<file path="config.mk">
export PLATFORM = sky130hd
export DESIGN_NAME = sorted_list_engine_top
export DESIGN_NICKNAME = d
export VERILOG_FILES = /design/src/sv/sle_pkg.sv /design/src/sv/sorted_list_engine_top.sv /design/src/sv/sle_ctrl.sv /design/src/sv/sle_datapath.sv
export SDC_FILE = /design/constraint.sdc
export NUM_CORES = 2
export LEC_CHECK = 0
export BUFFER_PORTS_ARGS = -buffer_cell sky130_fd_sc_hd__buf_2
export CAP_MARGIN = 20
export CORE_MARGIN = 4
export CORE_UTILIZATION = 50
export DETAILED_ROUTE_END_ITERATION = 10
export GPL_TIMING_DRIVEN = 0
export PLACE_DENSITY_LB_ADDON = 0.08
export SLEW_MARGIN = 30
export SYNTH_ARGS = -nofsm -noshare
export SYNTH_HDL_FRONTEND = slang
export SYNTH_SLANG_ARGS = --single-unit
</file>
<file path="constraint.sdc">
create_clock -name clock -period 6 [get_ports clock]
set_input_delay 0.9 -clock clock [delete_from_list [all_inputs] [get_ports clock]]
set_output_delay 0.9 -clock clock [all_outputs]
set_load 0.05 [all_outputs]
</file>
<file path="src/sv/sle_pkg.sv">
package sle_pkg;

   localparam int MODE_W  = 3;
   localparam int VALUE_W = 32;
   localparam int POS_W   = 7;

   localparam logic [MODE_W-1:0] MODE_INSERT    = 3'd0;
   localparam logic [MODE_W-1:0] MODE_SEARCH    = 3'd1;
   localparam logic [MODE_W-1:0] MODE_REM_FIRST = 3'd2;
   localparam logic [MODE_W-1:0] MODE_REM_LAST  = 3'd3;
   localparam logic [MODE_W-1:0] MODE_REM_AT    = 3'd4;
   localparam logic [MODE_W-1:0] MODE_CLEAR     = 3'd5;

   typedef enum logic [2:0] {
      ST_IDLE,
      ST_INS_READ,
      ST_INS_CMP,
      ST_SRCH_STEP,
      ST_SRCH_CMP,
      ST_SRCH_CHK,
      ST_RM_READ,
      ST_RM_WRITE
   } state_type;

   typedef enum logic [2:0] {
      PTR_HOLD,
      PTR_COUNT,
      PTR_ZERO,
      PTR_POS,
      PTR_DEC,
      PTR_INC,
      PTR_MID1
   } ptr_op_type;

   typedef enum logic [1:0] {
      HI_HOLD,
      HI_COUNT,
      HI_MID
   } hi_op_type;

   typedef enum logic [2:0] {
      RD_NONE,
      RD_PREV,
      RD_NEXT,
      RD_MID,
      RD_PTR
   } rd_sel_type;

   typedef enum logic [1:0] {
      WR_NONE,
      WR_VALUE,
      WR_RDATA
   } wr_sel_type;

   typedef enum logic [1:0] {
      CNT_HOLD,
      CNT_INC,
      CNT_DEC,
      CNT_CLEAR
   } cnt_op_type;

   typedef struct packed {
      logic       load;
      ptr_op_type ptr_op;
      hi_op_type  hi_op;
      rd_sel_type rd_sel;
      wr_sel_type wr_sel;
      cnt_op_type cnt_op;
      logic       finish;
      logic       ok;
      logic       found_en;
   } cmd_type;

   typedef struct packed {
      logic full;
      logic empty;
      logic ptr_zero;
      logic pos_valid;
      logic next_in;
      logic lo_lt_hi;
      logic lo_lt_count;
      logic rd_gt_value;
      logic rd_lt_value;
      logic rd_eq_value;
   } status_type;

endpackage

</file>
<file path="src/sv/sorted_list_engine_top.sv">
// Clear, remove-last, unused codes and refused items finish straight from idle. Insert moves
// every entry larger than the value up one slot and writes the value into the gap; remove
// moves the entries after pos down one slot (pos 1 for remove-first); search is a binary
// search over one registered read port.
// One item at a time: the next item can be taken at the edge that takes the result.
// The receiver cannot stall. Reset empties the list; stored entries are not cleared.
module sorted_list_engine_top import sle_pkg::*; #(
   parameter int CAPACITY = 64
) (
   input  logic                      clock,
   input  logic                      reset,
   input  logic                      start,
   output logic                      busy,
   input  logic        [MODE_W-1:0]  req_mode,
   input  logic signed [VALUE_W-1:0] req_value,
   input  logic        [POS_W-1:0]   req_position,
   output logic                      rsp_valid,
   output logic                      rsp_ok,
   output logic        [POS_W-1:0]   rsp_found_position,
   output logic        [POS_W-1:0]   rsp_count,
   output logic                      rsp_full_res,
   output logic                      rsp_empty_res
);

   cmd_type    cmd;
   status_type status;

   sle_ctrl u_ctrl (
      .clock    (clock),
      .reset    (reset),
      .start    (start),
      .req_mode (req_mode),
      .status   (status),
      .busy     (busy),
      .cmd      (cmd)
   );

   sle_datapath #(
      .CAPACITY (CAPACITY)
   ) u_datapath (
      .clock              (clock),
      .reset              (reset),
      .req_value          (req_value),
      .req_position       (req_position),
      .cmd                (cmd),
      .status             (status),
      .rsp_valid          (rsp_valid),
      .rsp_ok             (rsp_ok),
      .rsp_found_position (rsp_found_position),
      .rsp_count          (rsp_count),
      .rsp_full_res       (rsp_full_res),
      .rsp_empty_res      (rsp_empty_res)
   );

endmodule

</file>
<file path="src/sv/sle_ctrl.sv">
module sle_ctrl import sle_pkg::*; (
   input  logic              clock,
   input  logic              reset,
   input  logic              start,
   input  logic [MODE_W-1:0] req_mode,
   input  status_type        status,
   output logic              busy,
   output cmd_type           cmd
);

   state_type state_ff;
   state_type state_in;

   always_ff @(posedge clock) begin
      if (reset) begin
         state_ff <= ST_IDLE;
      end else begin
         state_ff <= state_in;
      end
   end

   // next state
   always_comb begin
      state_in = state_ff;
      unique case (state_ff)
         ST_IDLE: begin
            if (start) begin
               unique case (req_mode)
                  MODE_INSERT:    if (!status.full) state_in = ST_INS_READ;
                  MODE_SEARCH:    state_in = ST_SRCH_STEP;
                  MODE_REM_FIRST: if (!status.empty) state_in = ST_RM_READ;
                  MODE_REM_AT:    if (status.pos_valid) state_in = ST_RM_READ;
                  default:        state_in = ST_IDLE;
               endcase
            end
         end
         ST_INS_READ: begin
            state_in = status.ptr_zero ? ST_IDLE : ST_INS_CMP;
         end
         ST_INS_CMP: begin
            state_in = status.rd_gt_value ? ST_INS_READ : ST_IDLE;
         end
         ST_SRCH_STEP: begin
            priority if (status.lo_lt_hi)    state_in = ST_SRCH_CMP;
            else if     (status.lo_lt_count) state_in = ST_SRCH_CHK;
            else                             state_in = ST_IDLE;
         end
         ST_SRCH_CMP: begin
            state_in = ST_SRCH_STEP;
         end
         ST_SRCH_CHK: begin
            state_in = ST_IDLE;
         end
         ST_RM_READ: begin
            state_in = status.next_in ? ST_RM_WRITE : ST_IDLE;
         end
         ST_RM_WRITE: begin
            state_in = ST_RM_READ;
         end
         default: begin
            state_in = ST_IDLE;
         end
      endcase
   end

   // commands
   always_comb begin
      cmd          = '0;
      cmd.ptr_op   = PTR_HOLD;
      cmd.hi_op    = HI_HOLD;
      cmd.rd_sel   = RD_NONE;
      cmd.wr_sel   = WR_NONE;
      cmd.cnt_op   = CNT_HOLD;
      busy         = (state_ff != ST_IDLE);
      unique case (state_ff)
         ST_IDLE: begin
            if (start) begin
               cmd.load = 1'b1;
               unique case (req_mode)
                  MODE_INSERT: begin
                     if (status.full) begin
                        cmd.finish = 1'b1;
                     end else begin
                        cmd.ptr_op = PTR_COUNT;
                     end
                  end
                  MODE_SEARCH: begin
                     cmd.ptr_op = PTR_ZERO;
                     cmd.hi_op  = HI_COUNT;
                  end
                  MODE_REM_FIRST: begin
                     if (status.empty) begin
                        cmd.finish = 1'b1;
                     end else begin
                        cmd.ptr_op = PTR_ZERO;
                     end
                  end
                  MODE_REM_LAST: begin
                     cmd.finish = 1'b1;
                     if (!status.empty) begin
                        cmd.ok     = 1'b1;
                        cmd.cnt_op = CNT_DEC;
                     end
                  end
                  MODE_REM_AT: begin
                     if (status.pos_valid) begin
                        cmd.ptr_op = PTR_POS;
                     end else begin
                        cmd.finish = 1'b1;
                     end
                  end
                  MODE_CLEAR: begin
                     cmd.finish = 1'b1;
                     cmd.ok     = 1'b1;
                     cmd.cnt_op = CNT_CLEAR;
                  end
                  default: begin
                     cmd.finish = 1'b1;
                  end
               endcase
            end
         end
         ST_INS_READ: begin
            if (status.ptr_zero) begin
               cmd.wr_sel = WR_VALUE;
               cmd.cnt_op = CNT_INC;
               cmd.finish = 1'b1;
               cmd.ok     = 1'b1;
            end else begin
               cmd.rd_sel = RD_PREV;
            end
         end
         ST_INS_CMP: begin
            if (status.rd_gt_value) begin
               // move the larger entry up one slot
               cmd.wr_sel = WR_RDATA;
               cmd.ptr_op = PTR_DEC;
            end else begin
               cmd.wr_sel = WR_VALUE;
               cmd.cnt_op = CNT_INC;
               cmd.finish = 1'b1;
               cmd.ok     = 1'b1;
            end
         end
         ST_SRCH_STEP: begin
            priority if (status.lo_lt_hi) begin
               cmd.rd_sel = RD_MID;
            end else if (status.lo_lt_count) begin
               cmd.rd_sel = RD_PTR;
            end else begin
               cmd.finish = 1'b1;
            end
         end
         ST_SRCH_CMP: begin
            if (status.rd_lt_value) begin
               cmd.ptr_op = PTR_MID1;
            end else begin
               cmd.hi_op = HI_MID;
            end
         end
         ST_SRCH_CHK: begin
            cmd.finish = 1'b1;
            if (status.rd_eq_value) begin
               cmd.ok       = 1'b1;
               cmd.found_en = 1'b1;
            end
         end
         ST_RM_READ: begin
            if (status.next_in) begin
               cmd.rd_sel = RD_NEXT;
            end else begin
               cmd.cnt_op = CNT_DEC;
               cmd.finish = 1'b1;
               cmd.ok     = 1'b1;
            end
         end
         ST_RM_WRITE: begin
            // close the gap
            cmd.wr_sel = WR_RDATA;
            cmd.ptr_op = PTR_INC;
         end
         default: begin
            cmd.finish = 1'b0;
         end
      endcase
   end

`ifndef ASSERT_OFF
   a_busy_ends_on_finish: assert property (@(posedge clock) disable iff (reset)
      $fell(busy) |-> $past(cmd.finish))
      else $error("busy dropped without a finished item");

   a_rdata_write_after_read: assert property (@(posedge clock) disable iff (reset)
      (cmd.wr_sel == WR_RDATA) |-> $past(cmd.rd_sel != RD_NONE))
      else $error("shift write without a preceding read");

   a_idle_no_memory_access: assert property (@(posedge clock) disable iff (reset)
      (state_ff == ST_IDLE) |-> (cmd.rd_sel == RD_NONE && cmd.wr_sel == WR_NONE))
      else $error("memory access while idle");
`endif

endmodule

</file>
<file path="src/sv/sle_datapath.sv">
module sle_datapath import sle_pkg::*; #(
   parameter int CAPACITY = 64
) (
   input  logic                      clock,
   input  logic                      reset,
   input  logic signed [VALUE_W-1:0] req_value,
   input  logic        [POS_W-1:0]   req_position,
   input  cmd_type                   cmd,
   output status_type                status,
   output logic                      rsp_valid,
   output logic                      rsp_ok,
   output logic        [POS_W-1:0]   rsp_found_position,
   output logic        [POS_W-1:0]   rsp_count,
   output logic                      rsp_full_res,
   output logic                      rsp_empty_res
);

   localparam int IW = $clog2(CAPACITY);
   localparam int CW = $clog2(CAPACITY + 1);
   localparam int XW = (CW > POS_W) ? CW : POS_W;

   logic signed [VALUE_W-1:0] mem [CAPACITY];

   logic        [CW-1:0]      count_ff, count_in;
   logic        [CW-1:0]      ptr_ff, ptr_in;
   logic        [CW-1:0]      hi_ff, hi_in;
   logic signed [VALUE_W-1:0] value_ff;
   logic signed [VALUE_W-1:0] rdata_ff;
   logic                      rsp_valid_ff;
   logic                      rsp_ok_ff;
   logic        [POS_W-1:0]   rsp_found_ff;
   logic        [POS_W-1:0]   rsp_count_ff;
   logic                      rsp_full_ff;
   logic                      rsp_empty_ff;

   logic        [CW:0]        mid_sum;
   logic        [CW-1:0]      mid;
   logic        [XW-1:0]      pos_m1;
   logic        [CW-1:0]      rd_ptr;
   logic        [CW:0]        ptr_p1_wide;
   logic        [XW-1:0]      found_x;
   logic        [XW-1:0]      count_x;
   logic signed [VALUE_W-1:0] wr_data;

   assign mid_sum     = {1'b0, ptr_ff} + {1'b0, hi_ff};
   assign mid         = mid_sum[CW:1];
   assign pos_m1      = XW'(req_position) - XW'(1);
   assign ptr_p1_wide = {1'b0, ptr_ff} + (CW+1)'(1);

   always_comb begin
      unique case (cmd.ptr_op)
         PTR_HOLD:  ptr_in = ptr_ff;
         PTR_COUNT: ptr_in = count_ff;
         PTR_ZERO:  ptr_in = '0;
         PTR_POS:   ptr_in = pos_m1[CW-1:0];
         PTR_DEC:   ptr_in = ptr_ff - CW'(1);
         PTR_INC:   ptr_in = ptr_ff + CW'(1);
         PTR_MID1:  ptr_in = mid + CW'(1);
         default:   ptr_in = ptr_ff;
      endcase
   end

   always_comb begin
      unique case (cmd.hi_op)
         HI_HOLD:  hi_in = hi_ff;
         HI_COUNT: hi_in = count_ff;
         HI_MID:   hi_in = mid;
         default:  hi_in = hi_ff;
      endcase
   end

   always_comb begin
      unique case (cmd.cnt_op)
         CNT_HOLD:  count_in = count_ff;
         CNT_INC:   count_in = count_ff + CW'(1);
         CNT_DEC:   count_in = count_ff - CW'(1);
         CNT_CLEAR: count_in = '0;
         default:   count_in = count_ff;
      endcase
   end

   always_comb begin
      unique case (cmd.rd_sel)
         RD_PREV: rd_ptr = ptr_ff - CW'(1);
         RD_NEXT: rd_ptr = ptr_p1_wide[CW-1:0];
         RD_MID:  rd_ptr = mid;
         default: rd_ptr = ptr_ff;
      endcase
   end

   assign wr_data = (cmd.wr_sel == WR_RDATA) ? rdata_ff : value_ff;
   assign found_x = XW'(ptr_ff) + XW'(1);
   assign count_x = XW'(count_in);

   always_ff @(posedge clock) begin
      if (cmd.wr_sel != WR_NONE) begin
         mem[ptr_ff[IW-1:0]] <= wr_data;
      end
      if (cmd.rd_sel != RD_NONE) begin
         rdata_ff <= mem[rd_ptr[IW-1:0]];
      end
   end

   always_ff @(posedge clock) begin
      ptr_ff <= ptr_in;
      hi_ff  <= hi_in;
      if (cmd.load) begin
         value_ff <= req_value;
      end
      if (cmd.finish) begin
         rsp_ok_ff    <= cmd.ok;
         rsp_found_ff <= cmd.found_en ? found_x[POS_W-1:0] : '0;
         rsp_count_ff <= count_x[POS_W-1:0];
         rsp_full_ff  <= (count_in == CW'(CAPACITY));
         rsp_empty_ff <= (count_in == '0);
      end
   end

   always_ff @(posedge clock) begin
      if (reset) begin
         count_ff     <= '0;
         rsp_valid_ff <= 1'b0;
      end else begin
         count_ff     <= count_in;
         rsp_valid_ff <= cmd.finish;
      end
   end

   always_comb begin
      status.full        = (count_ff == CW'(CAPACITY));
      status.empty       = (count_ff == '0);
      status.ptr_zero    = (ptr_ff == '0);
      status.pos_valid   = (req_position != '0) && (XW'(req_position) <= XW'(count_ff));
      status.next_in     = (ptr_p1_wide < {1'b0, count_ff});
      status.lo_lt_hi    = (ptr_ff < hi_ff);
      status.lo_lt_count = (ptr_ff < count_ff);
      status.rd_gt_value = (rdata_ff > value_ff);
      status.rd_lt_value = (rdata_ff < value_ff);
      status.rd_eq_value = (rdata_ff == value_ff);
   end

   assign rsp_valid          = rsp_valid_ff;
   assign rsp_ok             = rsp_ok_ff;
   assign rsp_found_position = rsp_found_ff;
   assign rsp_count          = rsp_count_ff;
   assign rsp_full_res       = rsp_full_ff;
   assign rsp_empty_res      = rsp_empty_ff;

`ifndef ASSERT_OFF
   a_count_in_range: assert property (@(posedge clock) disable iff (reset)
      count_ff <= CW'(CAPACITY))
      else $error("entry count above capacity");

   a_write_in_range: assert property (@(posedge clock) disable iff (reset)
      (cmd.wr_sel != WR_NONE) |-> (ptr_ff < CW'(CAPACITY) && ptr_ff <= count_ff))
      else $error("write outside the list");

   a_found_implies_ok: assert property (@(posedge clock) disable iff (reset)
      (rsp_valid && rsp_found_position != '0) |-> rsp_ok)
      else $error("match position reported on a failed item");
`endif

endmodule

</file>
# Word level (Yosys, flattened, before mapping)
# Memory sizes are Yosys's and may differ from the RTL's. A register that Yosys moved wholly into a read port is not among the register bits.
# Index checks and enable logic that the tools add are counted.
# classes
n_addsub	8
magnitude_cmp	6
mux	56
n_reduce_logical	14
eq_ne	34
# ops
cell	n
one-hot mux 7 bit (6 select lines)	1
2-to-1 mux 3 bit	12
one-hot mux 3 bit (4 select lines)	3
equality test 32 bit	1
greater-than comparator 32 bit	1
< comparator 32 bit	1
2-to-1 mux 32 bit	1
one-hot mux 7 bit (4 select lines)	1
equality test 3 bit, second input constant	9
equality test 3 x 2 -> 1 bit, second input constant	8
one-hot mux 3 bit (8 select lines)	1
adder 7 x 1 -> 7 bit, second input constant	3
zero test 7 bit	3
subtractor 7 x 1 -> 7 bit, second input constant	3
one-hot mux 6 bit (3 select lines)	1
2-to-1 mux 2 bit	8
equality test 7 bit, second input constant	2
< comparator 7 bit	2
2-to-1 mux 1 bit	14
one-hot mux 7 bit (2 select lines)	1
equality test 3 x 1 -> 1 bit, second input constant	4
!= test 3 bit, second input constant	3
one-hot mux 3 bit (3 select lines)	1
adder 7 x 1 -> 8 bit, second input constant	1
other kinds (24)	33
# word_totals
ff_bits	74
ramBits	2048
input_bits	45
elab_cells	130
memories	1
output_inout_bits	19
# mem_list
name	depth	word_bits	rd	rd_ports_with_merged_regs	wr	line	source
u_datapath.mem	64	32	1	1	1	sle_datapath.sv:22	logic signed [VALUE_W-1:0] mem [CAPACITY];

# Longest topological paths before layout
# depth
word_depth	9
depth_mapped	25

# Modules after synthesis
# From an unflattened synthesis, not the netlist that was laid out.
# hier_totals
hier_cells	6307
area_unflattened_um2	88680.1
# by_module_without_submodules
mod	seq_area_each_um2	area_per_inst_um2	cells_per_inst	instances
sle_datapath	64511.9	88077.0	6216	1
sle_ctrl	60.1	603.1	91	1

# Worst setup path before layout
# OpenSTA, ideal clock, no wires.
# synth_timing
path_kind	reg-to-reg
start	reg u_datapath.rdata_ff[31] (read register of u_datapath.mem)
end	reg u_datapath.rsp_count_ff[6] (netlist: u_datapath.rsp_count[6]), data pin
stages_incl_launch_ff	22
setup_time_ns	0.264
setup_slack_ns	1.349
t_required_ns	5.736
path_buffers	0
t_arrival_ns	4.387
path_cell_list	edfxtp_1 ha_1 nand4_1 nor4_1 nand4_1 or3_1 a21o_1 a21o_1 nand2_1 o21ai_0 a21oi_1 o21ai_0 ha_1 fa_1 a21o_1 a21oi_1 o21bai_1 a21oi_1 xnor2_1 o21ai_0 a21oi_1 inv_1
# synth_between
elab_chain_cells	5
# synth_lines
element	line	source
start, declared	sle_datapath.sv:28	logic signed [VALUE_W-1:0] rdata_ff;
greater-than comparator 32 bit (*)	sle_datapath.sv:137	status.rd_gt_value = (rdata_ff > value_ff);
2-to-1 mux 3 bit (*)	sle_ctrl.sv:134	if (status.rd_gt_value) begin
one-hot mux 2 bit (4 select lines) (*)	sle_ctrl.sv:75	unique case (state_ff)
equality test 2 bit (tied with other cells)	sle_datapath.sv:73	unique case (cmd.cnt_op)
one-hot mux 7 bit (4 select lines) (*)	sle_datapath.sv:73	
via u_datapath.count_in[6]	sle_datapath.sv:24	logic [CW-1:0] count_ff, count_in;
end signal, assigned	sle_datapath.sv:113	rsp_count_ff <= count_x[POS_W-1:0];
end, declared	sle_datapath.sv:32	logic [POS_W-1:0] rsp_count_ff;
# The timed path passes the listed nets; every way through them passes the cells marked *.
# A chain may end at the register's enable or synchronous reset.

# Worst setup path after layout
# layout_timing
start	reg u_datapath.ptr_ff[0]
end	reg u_datapath.rdata_ff[11] (read register of u_datapath.mem), data pin
# layout_between
elab_chain_cells	6
# layout_lines
element	line	source
start, declared	sle_datapath.sv:25	logic [CW-1:0] ptr_ff, ptr_in;
start signal, assigned	sle_datapath.sv:105	ptr_ff <= ptr_in;
adder 7 x 1 -> 8 bit or < comparator 7 bit (tied branches)	sle_datapath.sv:48, sle_datapath.sv:136	
< comparator 8 x 7 -> 1 bit or 2-to-1 mux 3 bit (tied branches)	sle_datapath.sv:134, sle_ctrl.sv:148	
2-to-1 mux 2 bit or 2-to-1 mux 3 bit (tied branches)	sle_ctrl.sv:169, sle_ctrl.sv:146	
one-hot mux 3 bit (3 select lines)	sle_ctrl.sv:75	
equality test 3 x 2 -> 1 bit or equality test 3 x 1 -> 1 bit (tied branches)	sle_datapath.sv:83	unique case (cmd.rd_sel)
one-hot mux 6 bit (3 select lines)	sle_datapath.sv:83	
# Parallel ways exist; a longest one is shown, timed or not.

==> summary.txt <==
Post-synth top flop - edfxtp_1
first-pass GRT wire length - 404.3 mm
iteration count of the initial detailed-routing pass - 8
Post-synth EDFFs - 2143
Critical Path Sink Type - register
# hold bufs at CTS - 0
Worst slew margin - 0.3442
Final Critical Period - 6024 ps
Layout area overhead - 17.21%
WL/cell - 32.19 um
Slew Limit Fails - 0
DRT antenna net count - 0
CTS root buf - clkbuf_16
share of layout cells above drive strength 1 - 0.1751
initial antenna violation count - 15
Via density - 6.228
highest clock rate - 166.0 MHz
WP data required - 6550 ps
Clock transition at path regs - 70 ps
Vias - 56090
Power Density - 619.0 nW/um^2
total power - 63.32 mW
width of the die - 425.8 um
grt ovf - 0
Worst Slack Setup Final - -23.98 ps
largest net degree at the start of global routing - 65
cell with the most instances after synthesis - edfxtp_1
dominant cell type by area after synthesis - edfxtp_1
setup TNS - -23.98 ps
post-synth top area share - 0.7373
Final Cycle Share - 1.004
NumNets Final - 6628
Die Y - 425.8 um
Placer Congestion - 0.9529
core region area - 173600 um^2
initial drt markers - 7809
Synthesized Nets - 6040
number of remaining DRC errors - 0
failing checks - setup timing
Worst Path Max Fanout - 10
synth top area cells - edfxtp_1 74%, nand2_1 4.4%, mux2i_1 4.1%, a21oi_1 3.2%, a221oi_1 1.5%
H-tree Lvls - 4
Ys Warns - 0
total track usage - 0.3164
r2r setup slk - -20 ps
Clock Path Buffers - 3
Worst Setup Path Type - reg2reg
Slew @ Worst Pin - 983.8 ps
Seq/Total Area, Yosys - 0.7398
multi-input logic area - 22120 um^2
Design Area, Final - 102300 um^2
die area - 181300 um^2
share of synthesized registers carrying an async set or reset - 0
status - finished with violations
vias in the first global route - 53220
synthesized cell area - 87280 um^2
Hold Path Class - in2reg
clk_lat worst skew - 860 ps
Synth Register Bits - 2154
Lkg Pwr - 34.76 nW
setup violators final - 1
DP Worst Slack - -1546 ps
synth cell count leaders - 2143 x edfxtp_1, 1023 x nand2_1, 555 x a21oi_1
startpoint types - register
Crit path arrival time - 6580 ps
clk_skew - 36.99 ps
Register Area - 64570 um^2
Synth Instances - 5913
Synth Area per Inst - 14.76 um^2
Num CTS Buffers - 216
number of cell rows - 153
Ports - 64
CTS tree - yes
Starting Density - 0.5027
final hold violation count - 0
Final HPWL DP - 205.8 mm
Routed WL - 289.9 mm
dpl cell area - 94350 um^2
Fillers - 13430
Port Buffers - 63
Max Cap Viol - 0
post-synthesis cell type count - 79
# clock sinks - 2154
Max IR drop VDD - 0.3631 mV
worst paths after layout:
check | from | end | depth (start not counted)
max | u_datapath.ptr_ff[0] | u_datapath.rdata_ff[11] | 19
min | reset | u_datapath.rsp_valid | 2
max reg2reg | u_datapath.ptr_ff[0] | u_datapath.rdata_ff[11] | 19
min reg2reg | u_ctrl.state_ff[0] | u_ctrl.state_ff[0] | 2
flip-flops by register name, indices dropped and copies added (netlist names):
register	count
u_datapath.hi_ff	7
u_datapath.rsp_full_res	1
u_datapath.rdata_ff	32
u_datapath.rsp_ok	1
u_datapath.ptr_ff	7
u_datapath.value_ff	32
u_datapath.rsp_valid	1
u_ctrl.state_ff	3
u_datapath.count_ff	7
u_datapath.rsp_found_position	7
u_datapath.rsp_empty_res	1
u_datapath.mem	2048
u_datapath.rsp_count	7
area by class of cell:
| class | instances | area share |
|---|---|---|
| clock buffers | 270 | 0.05584 |
| inverters | 74 | 0.002752 |
| multi-input cells | 3298 | 0.2162 |
| flip-flops and latches | 2154 | 0.6312 |
| well taps | 2325 | 0.02843 |
| plain buffers | 385 | 0.01982 |
| diodes | 10 | 0.0002446 |
| repair buffers | 372 | 0.03619 |
| clock inverters | 118 | 0.009380 |
routing by layer:
layer  wire (um)  track usage  vias up
li1            -            -    24050
met1      114800       0.4399    28350
met2      131000       0.4864     3099
met3       28890      0.06207      593
met4       15240       0.1432        0
met5           0            0        -
worst max-delay path, stage by stage (launching register included):
cell and delay, ps:
edfxtp_1 470, buf_4 260, nand3_1 250, nor3_2 280, xnor2_2 240, ha_1 330, a21o_1 160, a21oi_1 280
o21ai_2 190, o31ai_4 380, nor3_2 90, nor3_1 190, buf_2 320, buf_4 300, buf_2 390, mux2i_1 270
a22oi_1 130, a32oi_1 500, and4_4 510, nand4_1 150
cells in the final DEF (no fill, tap or decap), types with 38 or more instances in the layout:
master / count
inv_1: 72
clkinv_2: 40
nor2_1: 73
clkbuf_1: 139
buf_4: 281
ha_1: 79
buf_16: 38
nand2_1: 1020
a32oi_1: 54
edfxtp_1: 2143
a22o_1: 55
nor3_2: 47
mux2i_1: 355
nand4_1: 43
nand3_1: 181
buf_2: 219
a22oi_1: 167
a221oi_1: 144
clkinv_1: 49
a31oi_1: 47
a21oi_1: 552
clkbuf_16: 220
through the flow:
stage	utilization	std cells	hold WS, ps
after detailed placement	0.5434	8594	508.5
final	0.5892	9006	224.8
after CTS	0.5879	8992	176.5
after global placement	0.5213	8301	498.5
after global routing	0.5891	8996	201.1
after floorplan	-	5913	477.5
power by group:
part / total, mW / internal, mW / switching, mW
registers: 19.9 / 19.6 / 0.290
logic: 30.4 / 8.20 / 22.2
clock network: 13.0 / 7.30 / 5.73
total: 63.3 / 35.1 / 28.2
kinds of logic after synthesis:
group / count (synthesis) / synth area share
muxes: 389 / 0.04510
AOI/OAI and AO/OA: 1237 / 0.09756
buffers and inverters: 461 / 0.02470
xor gates and xnor gates: 30 / 0.003010
adders and majority gates: 82 / 0.01193
DFF: 2154 / 0.7398
and+or+nand+nor: 1560 / 0.07791
what timing repair did:
item                       4_1_cts  5_1_grt
setup buffers                   11        5
setup endpoints to repair       32       95
pin swaps                        5        5
cloned                           0        0
gates resized for setup        172       68
(Power assumes the default switching activity.)
